## src/hdl/nws_pkg.sv

```systemverilog
package nws_pkg;

  typedef enum logic [2:0] {
    CFG_COUNT     = 3'd0,
    CFG_LIN_GAIN  = 3'd1,
    CFG_ANG_GAIN  = 3'd2,
    CFG_DONE_TH   = 3'd3,
    CFG_NEAR_TH   = 3'd4,
    CFG_MIN_SPEED = 3'd5
  } cfg_idx_e;

  typedef enum logic [3:0] {
    S_IDLE,
    S_SCAN,
    S_DIFF,
    S_SQX,
    S_SQY,
    S_SQRT,
    S_CMP,
    S_ROT,
    S_FLIP,
    S_VEC,
    S_LIN,
    S_ANG,
    S_OUT
  } state_e;

  localparam logic ACT_LOAD = 1'b0;
  localparam logic ACT_POSE = 1'b1;

  localparam logic signed [16:0] PI_Q12      = 17'sd12868;
  localparam logic signed [16:0] TWO_PI_Q12  = 17'sd25736;
  localparam logic signed [23:0] PI_Q20      = 24'sd3294199;
  localparam logic signed [23:0] HALF_PI_Q20 = 24'sd1647099;
  localparam logic [4:0]         CORDIC_LAST = 5'd19;
  localparam logic [4:0]         SQRT_LAST   = 5'd16;

  typedef struct packed {
    logic [4:0]  count;
    logic [15:0] lin_gain;
    logic [15:0] ang_gain;
    logic [15:0] done_th;
    logic [15:0] near_th;
    logic [15:0] min_speed;
  } cfg_t;

  typedef struct packed {
    logic signed [15:0] linear_vel;
    logic signed [15:0] angular_vel;
    logic [3:0]         target_index;
    logic               reached;
    logic               all_done;
  } res_t;

  typedef struct packed {
    logic wr;
    logic rd;
    logic mark;
  } tbl_ctl_t;

  function automatic logic signed [23:0] atan_q20(input logic [4:0] k);
    logic signed [23:0] a;
    unique case (k)
      5'd0:  a = 24'sd823550;
      5'd1:  a = 24'sd486170;
      5'd2:  a = 24'sd256879;
      5'd3:  a = 24'sd130396;
      5'd4:  a = 24'sd65451;
      5'd5:  a = 24'sd32757;
      5'd6:  a = 24'sd16383;
      5'd7:  a = 24'sd8192;
      5'd8:  a = 24'sd4096;
      5'd9:  a = 24'sd2048;
      5'd10: a = 24'sd1024;
      5'd11: a = 24'sd512;
      5'd12: a = 24'sd256;
      5'd13: a = 24'sd128;
      5'd14: a = 24'sd64;
      5'd15: a = 24'sd32;
      5'd16: a = 24'sd16;
      5'd17: a = 24'sd8;
      5'd18: a = 24'sd4;
      5'd19: a = 24'sd2;
      default: a = 24'sd0;
    endcase
    return a;
  endfunction

  function automatic logic signed [15:0] sat16(input logic signed [31:0] v);
    logic signed [15:0] r;
    if (v > 32'sd32767) begin
      r = 16'sh7FFF;
    end else if (v < -32'sd32768) begin
      r = 16'sh8000;
    end else begin
      r = v[15:0];
    end
    return r;
  endfunction

endpackage

```

## src/hdl/nws_if.sv

```systemverilog
interface nws_in_if;
  logic               valid;
  logic               ready;
  logic               action;
  logic [3:0]         entry_index;
  logic signed [15:0] pos_x;
  logic signed [15:0] pos_y;
  logic signed [15:0] heading;
  modport source (output valid, action, entry_index, pos_x, pos_y, heading, input ready);
  modport sink (input valid, action, entry_index, pos_x, pos_y, heading, output ready);
endinterface

interface nws_out_if;
  logic               valid;
  logic               ready;
  logic signed [15:0] linear_vel;
  logic signed [15:0] angular_vel;
  logic [3:0]         target_index;
  logic               reached;
  logic               all_done;
  modport source (output valid, linear_vel, angular_vel, target_index, reached, all_done,
                  input ready);
  modport sink (input valid, linear_vel, angular_vel, target_index, reached, all_done,
                output ready);
endinterface

interface nws_cfg_if;
  logic        valid;
  logic        ready;
  logic [2:0]  index;
  logic [15:0] data;
  modport source (output valid, index, data, input ready);
  modport sink (input valid, index, data, output ready);
endinterface

```

## src/hdl/nws_table.sv

```systemverilog
module nws_table #(
  parameter int MaxEntries = 16,
  parameter int AddrW      = 4
) (
  input  logic                clk_i,
  input  logic                rst_ni,
  input  nws_pkg::tbl_ctl_t   ctl_i,
  input  logic [AddrW-1:0]    waddr_i,
  input  logic [15:0]         wx_i,
  input  logic [15:0]         wy_i,
  input  logic [AddrW-1:0]    raddr_i,
  input  logic [AddrW-1:0]    maddr_i,
  output logic [15:0]         rx_o,
  output logic [15:0]         ry_o,
  output logic                vis_o
);

  logic [15:0]           mem_x [MaxEntries];
  logic [15:0]           mem_y [MaxEntries];
  logic [MaxEntries-1:0] vis_q;

  always_ff @(posedge clk_i) begin
    if (ctl_i.wr) begin
      mem_x[waddr_i] <= wx_i;
      mem_y[waddr_i] <= wy_i;
    end
    if (ctl_i.rd) begin
      rx_o <= mem_x[raddr_i];
      ry_o <= mem_y[raddr_i];
    end
  end

  always_ff @(posedge clk_i or negedge rst_ni) begin
    if (!rst_ni) begin
      vis_q <= '0;
    end else if (ctl_i.wr) begin
      vis_q[waddr_i] <= 1'b0;
    end else if (ctl_i.mark) begin
      vis_q[maddr_i] <= 1'b1;
    end
  end

  assign vis_o = vis_q[raddr_i];

endmodule

```

## src/hdl/nws_core.sv

```systemverilog
module nws_core #(
  parameter int MaxEntries = 16,
  parameter int AddrW      = 4,
  parameter int CntW       = 5
) (
  input  logic               clk_i,
  input  logic               rst_ni,
  input  nws_pkg::cfg_t      cfg_i,
  input  logic               in_valid_i,
  output logic               in_ready_o,
  input  logic               action_i,
  input  logic [3:0]         entry_index_i,
  input  logic signed [15:0] pos_x_i,
  input  logic signed [15:0] pos_y_i,
  input  logic signed [15:0] heading_i,
  output logic               res_valid_o,
  input  logic               res_take_i,
  output nws_pkg::res_t      res_o
);

  nws_pkg::state_e state_q, state_d;

  logic [CntW-1:0]     i_q, cnt_q;
  logic [4:0]          k_q;
  logic signed [15:0]  px_q, py_q, th_q;
  logic signed [16:0]  dx_q, dy_q, bdx_q, bdy_q;
  logic [33:0]         sq_q, bit_q;
  logic [34:0]         r_q;
  logic [16:0]         bd_q;
  logic                bv_q, neg_q;
  logic [AddrW-1:0]    best_q;
  logic signed [35:0]  x_q, y_q;
  logic signed [23:0]  z_q;
  logic signed [31:0]  lin_q, ang_q;

  nws_pkg::tbl_ctl_t   ctl;
  logic [15:0]         rx, ry;
  logic                vis;
  logic [AddrW-1:0]    raddr;

  logic signed [24:0]  mul_a, mul_b;
  logic signed [49:0]  prod;
  logic [34:0]         sq_t;
  logic signed [35:0]  sx, sy, x_n, y_n, x0, y0;
  logic signed [23:0]  z_n, z0, atan;
  logic                plus;
  logic signed [16:0]  th_a, th_w;
  logic [8:0]          cnt_ext;
  logic                scan_end, load_ok, reached;
  logic signed [31:0]  lin_f, ang_f;

  nws_table #(.MaxEntries(MaxEntries), .AddrW(AddrW)) u_table (
    .clk_i   (clk_i),
    .rst_ni  (rst_ni),
    .ctl_i   (ctl),
    .waddr_i (AddrW'(entry_index_i)),
    .wx_i    (pos_x_i),
    .wy_i    (pos_y_i),
    .raddr_i (raddr),
    .maddr_i (best_q),
    .rx_o    (rx),
    .ry_o    (ry),
    .vis_o   (vis)
  );

  assign scan_end = (i_q == cnt_q);
  assign raddr    = i_q[AddrW-1:0];
  assign load_ok  = (9'(entry_index_i) < 9'(MaxEntries));
  assign reached  = bv_q && (bd_q < {1'b0, cfg_i.done_th});
  assign cnt_ext  = (9'(cfg_i.count) > 9'(MaxEntries)) ? 9'(MaxEntries) : 9'(cfg_i.count);

  always_comb begin
    th_a = 17'(heading_i);
    if (th_a > nws_pkg::PI_Q12) begin
      th_a = th_a - nws_pkg::TWO_PI_Q12;
    end
    th_w = th_a;
    if (th_w < -nws_pkg::PI_Q12) begin
      th_w = th_w + nws_pkg::TWO_PI_Q12;
    end
  end

  always_comb begin
    unique case (state_q)
      nws_pkg::S_SQX: begin
        mul_a = 25'(dx_q);
        mul_b = 25'(dx_q);
      end
      nws_pkg::S_SQY: begin
        mul_a = 25'(dy_q);
        mul_b = 25'(dy_q);
      end
      nws_pkg::S_LIN: begin
        mul_a = {9'b0, cfg_i.lin_gain};
        mul_b = {8'b0, bd_q};
      end
      nws_pkg::S_ANG: begin
        mul_a = {9'b0, cfg_i.ang_gain};
        mul_b = 25'(z_q);
      end
      default: begin
        mul_a = '0;
        mul_b = '0;
      end
    endcase
  end

  assign prod = mul_a * mul_b;
  assign sq_t = r_q + {1'b0, bit_q};

  assign sx   = x_q >>> k_q;
  assign sy   = y_q >>> k_q;
  assign atan = nws_pkg::atan_q20(k_q);
  assign plus = (state_q == nws_pkg::S_ROT) ? !z_q[23] : !(y_q > 36'sd0);
  assign x_n  = plus ? x_q - sy : x_q + sy;
  assign y_n  = plus ? y_q + sx : y_q - sx;
  assign z_n  = plus ? z_q - atan : z_q + atan;

  assign x0 = {{7{bdx_q[16]}}, bdx_q, 12'b0};
  assign y0 = {{7{bdy_q[16]}}, bdy_q, 12'b0};
  assign z0 = -{th_q, 8'b0};

  assign lin_f = neg_q ? -lin_q : lin_q;
  assign ang_f = neg_q ? -ang_q : ang_q;

  always_comb begin
    state_d = state_q;
    unique case (state_q)
      nws_pkg::S_IDLE: begin
        if (in_valid_i && action_i == nws_pkg::ACT_POSE) begin
          state_d = nws_pkg::S_SCAN;
        end
      end
      nws_pkg::S_SCAN: begin
        if (scan_end) begin
          if (!bv_q) begin
            state_d = nws_pkg::S_OUT;
          end else if (bd_q == '0) begin
            state_d = nws_pkg::S_LIN;
          end else begin
            state_d = nws_pkg::S_ROT;
          end
        end else if (!vis) begin
          state_d = nws_pkg::S_DIFF;
        end
      end
      nws_pkg::S_DIFF: state_d = nws_pkg::S_SQX;
      nws_pkg::S_SQX:  state_d = nws_pkg::S_SQY;
      nws_pkg::S_SQY:  state_d = nws_pkg::S_SQRT;
      nws_pkg::S_SQRT: begin
        if (k_q == nws_pkg::SQRT_LAST) begin
          state_d = nws_pkg::S_CMP;
        end
      end
      nws_pkg::S_CMP: state_d = nws_pkg::S_SCAN;
      nws_pkg::S_ROT: begin
        if (k_q == nws_pkg::CORDIC_LAST) begin
          state_d = nws_pkg::S_FLIP;
        end
      end
      nws_pkg::S_FLIP: state_d = nws_pkg::S_VEC;
      nws_pkg::S_VEC: begin
        if (k_q == nws_pkg::CORDIC_LAST) begin
          state_d = nws_pkg::S_LIN;
        end
      end
      nws_pkg::S_LIN: state_d = nws_pkg::S_ANG;
      nws_pkg::S_ANG: state_d = nws_pkg::S_OUT;
      nws_pkg::S_OUT: begin
        if (res_take_i) begin
          state_d = nws_pkg::S_IDLE;
        end
      end
      default: state_d = nws_pkg::S_IDLE;
    endcase
  end

  always_comb begin
    in_ready_o  = (state_q == nws_pkg::S_IDLE);
    res_valid_o = (state_q == nws_pkg::S_OUT);
    ctl.wr   = in_ready_o && in_valid_i && action_i == nws_pkg::ACT_LOAD && load_ok;
    ctl.rd   = (state_q == nws_pkg::S_SCAN) && !scan_end && !vis;
    ctl.mark = res_valid_o && res_take_i && reached;
    if (bv_q) begin
      res_o.linear_vel   = nws_pkg::sat16(lin_f);
      res_o.angular_vel  = nws_pkg::sat16(ang_f);
      res_o.target_index = 4'(best_q);
      res_o.reached      = reached;
      res_o.all_done     = 1'b0;
    end else begin
      res_o.linear_vel   = '0;
      res_o.angular_vel  = '0;
      res_o.target_index = '0;
      res_o.reached      = 1'b0;
      res_o.all_done     = 1'b1;
    end
  end

  always_ff @(posedge clk_i or negedge rst_ni) begin
    if (!rst_ni) begin
      state_q <= nws_pkg::S_IDLE;
      i_q     <= '0;
      k_q     <= '0;
      bv_q    <= 1'b0;
    end else begin
      state_q <= state_d;
      unique case (state_q)
        nws_pkg::S_IDLE: begin
          i_q  <= '0;
          bv_q <= 1'b0;
        end
        nws_pkg::S_SCAN: begin
          k_q <= '0;
          if (!scan_end && vis) begin
            i_q <= i_q + 1'b1;
          end
        end
        nws_pkg::S_SQY: k_q <= '0;
        nws_pkg::S_SQRT: k_q <= k_q + 1'b1;
        nws_pkg::S_CMP: begin
          i_q <= i_q + 1'b1;
          if (!bv_q || r_q[16:0] < bd_q) begin
            bv_q <= 1'b1;
          end
        end
        nws_pkg::S_ROT: k_q <= k_q + 1'b1;
        nws_pkg::S_FLIP: k_q <= '0;
        nws_pkg::S_VEC: k_q <= k_q + 1'b1;
        default: ;
      endcase
    end
  end

  always_ff @(posedge clk_i) begin
    unique case (state_q)
      nws_pkg::S_IDLE: begin
        px_q  <= pos_x_i;
        py_q  <= pos_y_i;
        th_q  <= th_w[15:0];
        cnt_q <= CntW'(cnt_ext);
      end
      nws_pkg::S_SCAN: begin
        neg_q <= 1'b0;
        if (scan_end && bd_q == '0) begin
          z_q <= '0;
          x_q <= x0;
          y_q <= y0;
        end else if (z0 > nws_pkg::HALF_PI_Q20) begin
          z_q <= z0 - nws_pkg::PI_Q20;
          x_q <= -x0;
          y_q <= -y0;
        end else if (z0 < -nws_pkg::HALF_PI_Q20) begin
          z_q <= z0 + nws_pkg::PI_Q20;
          x_q <= -x0;
          y_q <= -y0;
        end else begin
          z_q <= z0;
          x_q <= x0;
          y_q <= y0;
        end
      end
      nws_pkg::S_DIFF: begin
        dx_q <= {rx[15], rx} - {px_q[15], px_q};
        dy_q <= {ry[15], ry} - {py_q[15], py_q};
      end
      nws_pkg::S_SQX: sq_q <= prod[33:0];
      nws_pkg::S_SQY: begin
        sq_q  <= sq_q + prod[33:0];
        r_q   <= '0;
        bit_q <= 34'd1 << 32;
      end
      nws_pkg::S_SQRT: begin
        if ({1'b0, sq_q} >= sq_t) begin
          sq_q <= sq_q - sq_t[33:0];
          r_q  <= (r_q >> 1) + {1'b0, bit_q};
        end else begin
          r_q <= r_q >> 1;
        end
        bit_q <= bit_q >> 2;
      end
      nws_pkg::S_CMP: begin
        if (!bv_q || r_q[16:0] < bd_q) begin
          bd_q   <= r_q[16:0];
          best_q <= i_q[AddrW-1:0];
          bdx_q  <= dx_q;
          bdy_q  <= dy_q;
        end
      end
      nws_pkg::S_ROT, nws_pkg::S_VEC: begin
        x_q <= x_n;
        y_q <= y_n;
        z_q <= z_n;
      end
      nws_pkg::S_FLIP: begin
        neg_q <= x_q[35];
        x_q   <= x_q[35] ? -x_q : x_q;
        z_q   <= '0;
      end
      nws_pkg::S_LIN: begin
        if (bd_q > {1'b0, cfg_i.near_th}) begin
          lin_q <= {7'b0, prod[32:8]};
        end else begin
          lin_q <= {16'b0, cfg_i.min_speed};
        end
      end
      nws_pkg::S_ANG: ang_q <= 32'(prod >>> 20);
      default: ;
    endcase
  end

`ifndef SYNTHESIS
  a_scan_bound: assert property (@(posedge clk_i) disable iff (!rst_ni)
    (state_q == nws_pkg::S_SCAN) |-> (i_q <= cnt_q))
    else $error("scan index passed the entry count");
  a_handoff_idle: assert property (@(posedge clk_i) disable iff (!rst_ni)
    (res_valid_o && res_take_i) |=> (state_q == nws_pkg::S_IDLE))
    else $error("sequencer did not return to idle after handing off a result");
  a_flip_has_target: assert property (@(posedge clk_i) disable iff (!rst_ni)
    (state_q == nws_pkg::S_FLIP) |-> (bv_q && bd_q != '0))
    else $error("heading error computed without a target at nonzero distance");
  a_no_load_busy: assert property (@(posedge clk_i) disable iff (!rst_ni)
    ctl.wr |-> (state_q == nws_pkg::S_IDLE))
    else $error("table written while a request is in work");
`endif

endmodule

```

## src/hdl/nearest_waypoint_steering_top.sv

```systemverilog
// Channel   Dir  Contents
// item_i    in   action, entry_index, pos_x, pos_y, heading
// result_o  out  linear_vel, angular_vel, target_index, reached, all_done
// cfg_i     in   index, data (register write, always ready)
// A load request writes the indexed table entry, if within range, and gives no result.
// A pose request scans the table, skipping visited entries and taking the distance of each
// unvisited one, then runs the CORDIC and scaling; all of it runs through one multiplier,
// one bit-serial square root step and one shift-add CORDIC stage under a sequencer.
// The result register lets the next request in while a result waits on result_o.ready.
// Reset clears the visited flags and loads the register defaults; goal entries stay unset.
module nearest_waypoint_steering_top #(
  parameter int MAX_ENTRIES = 16
) (
  input  logic             clk_i,
  input  logic             rst_ni,
  nws_in_if.sink           item_i,
  nws_out_if.source        result_o,
  nws_cfg_if.sink          cfg_i
);

  localparam int AddrW = (MAX_ENTRIES > 1) ? $clog2(MAX_ENTRIES) : 1;
  localparam int CntW  = $clog2(MAX_ENTRIES + 1);

  nws_pkg::cfg_t cfg_q;
  nws_pkg::res_t res, out_q;
  logic          oval_q, res_valid, take;

  assign cfg_i.ready = 1'b1;

  always_ff @(posedge clk_i or negedge rst_ni) begin
    if (!rst_ni) begin
      cfg_q.count     <= 5'd0;
      cfg_q.lin_gain  <= 16'd384;
      cfg_q.ang_gain  <= 16'd5120;
      cfg_q.done_th   <= 16'd3;
      cfg_q.near_th   <= 16'd256;
      cfg_q.min_speed <= 16'd256;
    end else if (cfg_i.valid) begin
      unique case (cfg_i.index)
        nws_pkg::CFG_COUNT:     cfg_q.count     <= cfg_i.data[4:0];
        nws_pkg::CFG_LIN_GAIN:  cfg_q.lin_gain  <= cfg_i.data;
        nws_pkg::CFG_ANG_GAIN:  cfg_q.ang_gain  <= cfg_i.data;
        nws_pkg::CFG_DONE_TH:   cfg_q.done_th   <= cfg_i.data;
        nws_pkg::CFG_NEAR_TH:   cfg_q.near_th   <= cfg_i.data;
        nws_pkg::CFG_MIN_SPEED: cfg_q.min_speed <= cfg_i.data;
        default: ;
      endcase
    end
  end

  nws_core #(.MaxEntries(MAX_ENTRIES), .AddrW(AddrW), .CntW(CntW)) u_core (
    .clk_i         (clk_i),
    .rst_ni        (rst_ni),
    .cfg_i         (cfg_q),
    .in_valid_i    (item_i.valid),
    .in_ready_o    (item_i.ready),
    .action_i      (item_i.action),
    .entry_index_i (item_i.entry_index),
    .pos_x_i       (item_i.pos_x),
    .pos_y_i       (item_i.pos_y),
    .heading_i     (item_i.heading),
    .res_valid_o   (res_valid),
    .res_take_i    (take),
    .res_o         (res)
  );

  assign take = !oval_q || result_o.ready;

  always_ff @(posedge clk_i or negedge rst_ni) begin
    if (!rst_ni) begin
      oval_q <= 1'b0;
    end else if (take) begin
      oval_q <= res_valid;
    end
  end

  always_ff @(posedge clk_i) begin
    if (take && res_valid) begin
      out_q <= res;
    end
  end

  assign result_o.valid        = oval_q;
  assign result_o.linear_vel   = out_q.linear_vel;
  assign result_o.angular_vel  = out_q.angular_vel;
  assign result_o.target_index = out_q.target_index;
  assign result_o.reached      = out_q.reached;
  assign result_o.all_done     = out_q.all_done;

endmodule

```

## src/flat_wrapper.sv

```systemverilog
// flat-port wrapper written by rule: the top's interface ports become plain ports
module nearest_waypoint_steering_top_flat 
#(
  parameter int MAX_ENTRIES = 16
)
  (clk_i, rst_ni, item_i_valid, item_i_action, item_i_entry_index, item_i_pos_x, item_i_pos_y, item_i_heading, item_i_ready, result_o_valid, result_o_linear_vel, result_o_angular_vel, result_o_target_index, result_o_reached, result_o_all_done, result_o_ready, cfg_i_valid, cfg_i_index, cfg_i_data, cfg_i_ready);
  nws_in_if item_i_i ();
  nws_out_if result_o_i ();
  nws_cfg_if cfg_i_i ();
  input  logic clk_i;
  input  logic rst_ni;
  input wire logic [$bits(item_i_i.valid)-1:0] item_i_valid;
  input wire logic [$bits(item_i_i.action)-1:0] item_i_action;
  input wire logic [$bits(item_i_i.entry_index)-1:0] item_i_entry_index;
  input wire logic [$bits(item_i_i.pos_x)-1:0] item_i_pos_x;
  input wire logic [$bits(item_i_i.pos_y)-1:0] item_i_pos_y;
  input wire logic [$bits(item_i_i.heading)-1:0] item_i_heading;
  output wire logic [$bits(item_i_i.ready)-1:0] item_i_ready;
  output wire logic [$bits(result_o_i.valid)-1:0] result_o_valid;
  output wire logic [$bits(result_o_i.linear_vel)-1:0] result_o_linear_vel;
  output wire logic [$bits(result_o_i.angular_vel)-1:0] result_o_angular_vel;
  output wire logic [$bits(result_o_i.target_index)-1:0] result_o_target_index;
  output wire logic [$bits(result_o_i.reached)-1:0] result_o_reached;
  output wire logic [$bits(result_o_i.all_done)-1:0] result_o_all_done;
  input wire logic [$bits(result_o_i.ready)-1:0] result_o_ready;
  input wire logic [$bits(cfg_i_i.valid)-1:0] cfg_i_valid;
  input wire logic [$bits(cfg_i_i.index)-1:0] cfg_i_index;
  input wire logic [$bits(cfg_i_i.data)-1:0] cfg_i_data;
  output wire logic [$bits(cfg_i_i.ready)-1:0] cfg_i_ready;
  assign item_i_i.valid = item_i_valid;
  assign item_i_i.action = item_i_action;
  assign item_i_i.entry_index = item_i_entry_index;
  assign item_i_i.pos_x = item_i_pos_x;
  assign item_i_i.pos_y = item_i_pos_y;
  assign item_i_i.heading = item_i_heading;
  assign item_i_ready = item_i_i.ready;
  assign result_o_valid = result_o_i.valid;
  assign result_o_linear_vel = result_o_i.linear_vel;
  assign result_o_angular_vel = result_o_i.angular_vel;
  assign result_o_target_index = result_o_i.target_index;
  assign result_o_reached = result_o_i.reached;
  assign result_o_all_done = result_o_i.all_done;
  assign result_o_i.ready = result_o_ready;
  assign cfg_i_i.valid = cfg_i_valid;
  assign cfg_i_i.index = cfg_i_index;
  assign cfg_i_i.data = cfg_i_data;
  assign cfg_i_ready = cfg_i_i.ready;
  nearest_waypoint_steering_top #(.MAX_ENTRIES(MAX_ENTRIES)) u_core (.clk_i(clk_i), .rst_ni(rst_ni), .item_i(item_i_i), .result_o(result_o_i), .cfg_i(cfg_i_i));
endmodule
```

## config.mk

```make
export PLATFORM = sky130hd
export DESIGN_NAME = nearest_waypoint_steering_top_flat
export DESIGN_NICKNAME = d
export VERILOG_FILES = /design/src/hdl/nws_pkg.sv /design/src/hdl/nws_if.sv /design/src/hdl/nws_table.sv /design/src/hdl/nws_core.sv /design/src/hdl/nearest_waypoint_steering_top.sv /design/src/flat_wrapper.sv
export SDC_FILE = /design/constraint.sdc
export NUM_CORES = 2
export LEC_CHECK = 0
export ABC_CLOCK_PERIOD_IN_PS = 15400
export BUFFER_PORTS_ARGS = -buffer_cell sky130_fd_sc_hd__clkbuf_2
export CAP_MARGIN = 20
export CORE_MARGIN = 2
export CORE_UTILIZATION = 30
export DETAILED_ROUTE_END_ITERATION = 10
export PLACE_DENSITY = 0.45
export SLEW_MARGIN = 0
export SYNTH_ARGS = -nofsm -noshare
export SYNTH_HDL_FRONTEND = slang
export SYNTH_SLANG_ARGS = --single-unit
```

## constraint.sdc

```tcl
create_clock -name clk_i -period 15.4 [get_ports clk_i]
set_input_delay 1.54 -clock clk_i [delete_from_list [all_inputs] [get_ports clk_i]]
set_output_delay 1.54 -clock clk_i [all_outputs]
set_load 0.01 [all_outputs]
```

==> impl_metrics.csv <==
group,metric,value,unit
sta,period_needed,12.94,ns
min_path,min_path_type,"register to register",
sta,slew_headroom,25.5,%
critical_path,crit_path_start_kind,"register",
clocking,cts-buffers-inserted,140,
synthesis,async_flop_share,10.8,%
synthesis,synthTopCellsByCount,"edfxtp_1 (962), inv_1 (767), nor2_1 (663)",
floorplan,fp.dieW,529,um
route,firstDrtPassIters,7,
clocking,cts_tree,"done",
sta,setup_viol,0,
grt,grt_max_degree,103,
floorplan,core,0.274,sq mm
clocking,cts.path.max_buffers,4,
synthesis,syn_inst,7585,
critical_path,worst_path_max_delay_cell,"a221oi_1",
sta,drv_slew,0,
grt,grt_pass1_wl,410000,um
sta,fin_ws,2.46,ns
sta,rsz0062_at_grt,"false",
placed_design,port_buffers,116,
finish,area_growth,11.6,%
finish,nNetsFinal,8654,
grt,grt_antenna_before_repair,40,
critical_path,worstPathArrival,13.44,ns
critical_path,reg2reg_from,"u_core.u_core.state_q[0]$_DFFE_PN0P_",
route,ant_nets,0,
critical_path,required,15.90,ns
min_path,whs_endpoint,"u_core.u_core.u_table.vis_q[15]$_DFFE_PN0P_",
synthesis,synth.most_common_cell,"edfxtp_1",
critical_path,critPathKind,"register to register",
sta,finClkSkew,0.0899,ns
sta,setup_tns,0,ns
synthesis,ys_types,110,
placed_design,place_area,0.0877,sq mm
synthesis,synth_top_cell_area_share,35.0,%
route,via_per_inst,5.29,
critical_path,endpoint_kind,"register",
clocking,clock_sinks,1079,
synthesis,synth_seq_cells,1079,
synthesis,syn-num-nets,8598,
finish,design_area,0.0922,sq mm
synthesis,synthFlopType,"edfxtp_1",
route,drc,0,
placed_design,dp_slack,2.31,ns
synthesis,synth_area_per_cell,10.9,sq um
synthesis,synth_area_leaders,"edfxtp_1 (35%), fa_1 (12%), ha_1 (6.6%)",
clocking,htreeDepth,4,
grt,groute.usage.overall,19.6,%
floorplan,dieArea,0.280,sq mm
sta,post-route-period-util,84.0,%
clocking,clk_latency,0.85,ns
clocking,post_cts_buffers,0,
finish,drive_gt1_share,12.5,%
min_path,holdPathStages,2,
synthesis,yosysTopAreaCell,"edfxtp_1",
critical_path,regToRegSetupSlack,2.46,ns
clocking,cts_hold_buf,0,
route,drt_iter0_drc,4674,
placed_design,gp_congestion,0.963,
floorplan,initial_core_util,30.2,%
clocking,cts.clk_slew.worst_paths,0.06,ns
grt,grt_pass1_vias,60100,
route,routed_wl,279000,um
critical_path,max_stage_delay,0.97,ns
finish,nFillCells,27600,
floorplan,ios,118,
sta,fmaxAchievable,77.3,MHz
sta,worstMarginPinSlew,1.11,ns
route,wl_per_cell,24.6,um
synthesis,yosys_warnings,0,
clocking,ctsResizeCount,0,
critical_path,cp_max_fo,62,
flow_run,max_cap_violations,0,
finish,fin_cells,11400,
critical_path,r2r-end,"u_core.u_core.sq_q[33]$_DFFE_PP_",
grt,overflow,0,
synthesis,seq_area_frac_synth,38.5,%
critical_path,ff2ff_path_depth,41,
route,vias,60100,
run_status,outcome,"finished clean",
floorplan,rows,192,
floorplan,die_h,529,um
placed_design,dp_hpwl,207000,um
placed_design,place_inst,11100,
clocking,root_buffer,"clkbuf_16",
synthesis,syn_area,0.0826,sq mm
min_path,hp-start,"u_core.u_core.u_table.vis_q[15]$_DFFE_PN0P_",
synthesis,synth-edff-count,962,
sta,hold_viol_final,0,
==> worst max-delay path by stage <==
stage	start	end	slack, ns
CTS	u_core.u_core.state_q[0]$_DFFE_PN0P_	u_core.u_core.sq_q[33]$_DFFE_PP_	2.36
detailed placement	u_core.u_core.state_q[0]$_DFFE_PN0P_	u_core.u_core.sq_q[33]$_DFFE_PP_	2.31
global route	u_core.u_core.state_q[0]$_DFFE_PN0P_	u_core.u_core.sq_q[33]$_DFFE_PP_	1.53
floorplan	u_core.u_core.state_q[0]$_DFFE_PN0P_	u_core.u_core.sq_q[33]$_DFFE_PP_	3.75
global placement	u_core.u_core.state_q[0]$_DFFE_PN0P_	u_core.u_core.sq_q[33]$_DFFE_PP_	2.58
finish	u_core.u_core.state_q[0]$_DFFE_PN0P_	u_core.u_core.sq_q[33]$_DFFE_PP_	2.46
==> cell families after synthesis <==
logic type | Yosys count | synth area share (%)
xor+xnor | 476 | 5.06
fa+ha+maj | 936 | 18.7
buf+inv | 1110 | 5.24
simple gates | 2071 | 11.7
flops | 1079 | 38.5
mux | 429 | 8.96
other cells | 1 | 0.00454
compound gates | 1483 | 11.9
==> layout by cell type (no fill, tap or decap), types with 29 or more instances in the layout <==
cell type,n
a221o_1,39
nand4_1,43
edfxtp_1,962
nand2b_1,56
a221oi_1,29
o31ai_1,45
clkbuf_16,144
clkbuf_2,116
inv_1,765
and2_1,43
nor2_1,646
nor4_1,45
o21bai_1,31
xnor2_1,264
o22ai_1,43
nand3_1,101
mux2i_1,65
ha_1,437
o211ai_1,44
mux4_2,213
buf_4,130
o21ai_0,359
dfrtp_1,100
fa_1,499
a211oi_1,46
or3_1,53
a21oi_1,307
nor3_1,126
nor2b_1,67
and3_1,55
or2_2,37
a21o_1,112
xor2_1,210
o21a_1,61
mux2_2,134
nand2_1,646
a31oi_1,90
==> state kept, by name, summed over array words and instances (netlist names), 24 cells and up <==
signal                       flops
u_core.u_core.sq_q              34
u_core.u_core.x_q               36
u_core.cfg_q                    85
u_core.u_core.y_q               36
u_core.u_core.z_q               24
u_core.u_core.u_table.mem_x    256
u_core.u_core.r_q               35
u_core.u_core.ang_q             30
u_core.u_core.u_table.mem_y    256
u_core.u_core.lin_q             25
==> layout make-up <==
type / count / area [sq um] / share of cell area, %
Antenna cell: 19 / 47.5 / 0.0515
Clock buffer: 172 / 3740 / 4.05
Clock inverter: 78 / 717 / 0.777
Inverter: 774 / 2910 / 3.15
Multi-Input combinational cell: 5396 / 46900 / 50.8
Sequential cell: 1079 / 31800 / 34.5
Tap cell: 3589 / 4490 / 4.87
Timing Repair Buffer: 250 / 1630 / 1.77
==> worst max-delay path: cells and delay by family (launching register included) <==
kind | cells | cell delay, ns
adder cells (fa/ha/maj) | 9 | 4.24
flip-flops | 1 | 0.88
AO/OA/AOI/OAI | 12 | 3.73
buffers and inverters | 7 | 1.05
XOR/XNOR | 1 | 0.19
AND/OR/NAND/NOR | 12 | 2.47
==> layer usage <==
| metal | GRT usage [%] | routed length [um] |
|---|---|---|
| met4 | 7.29 | 10800 |
| met2 | 31.6 | 129000 |
| met3 | 2.68 | 14000 |
| met5 | 0 | 194 |
| met1 | 26.7 | 125000 |
==> per-stage QoR <==
stage | util, % | hold slack [ns]
final | 33.7 | 0.503
after floorplan | - | 0.423
after CTS | 33.6 | 0.505
after global placement | 32.0 | 0.485
after global routing | 33.7 | 0.517
after detailed placement | 32.0 | 0.492
Power is not shown: default switching activity piles up to over one toggle a cycle in this logic, so the estimate is an artifact.
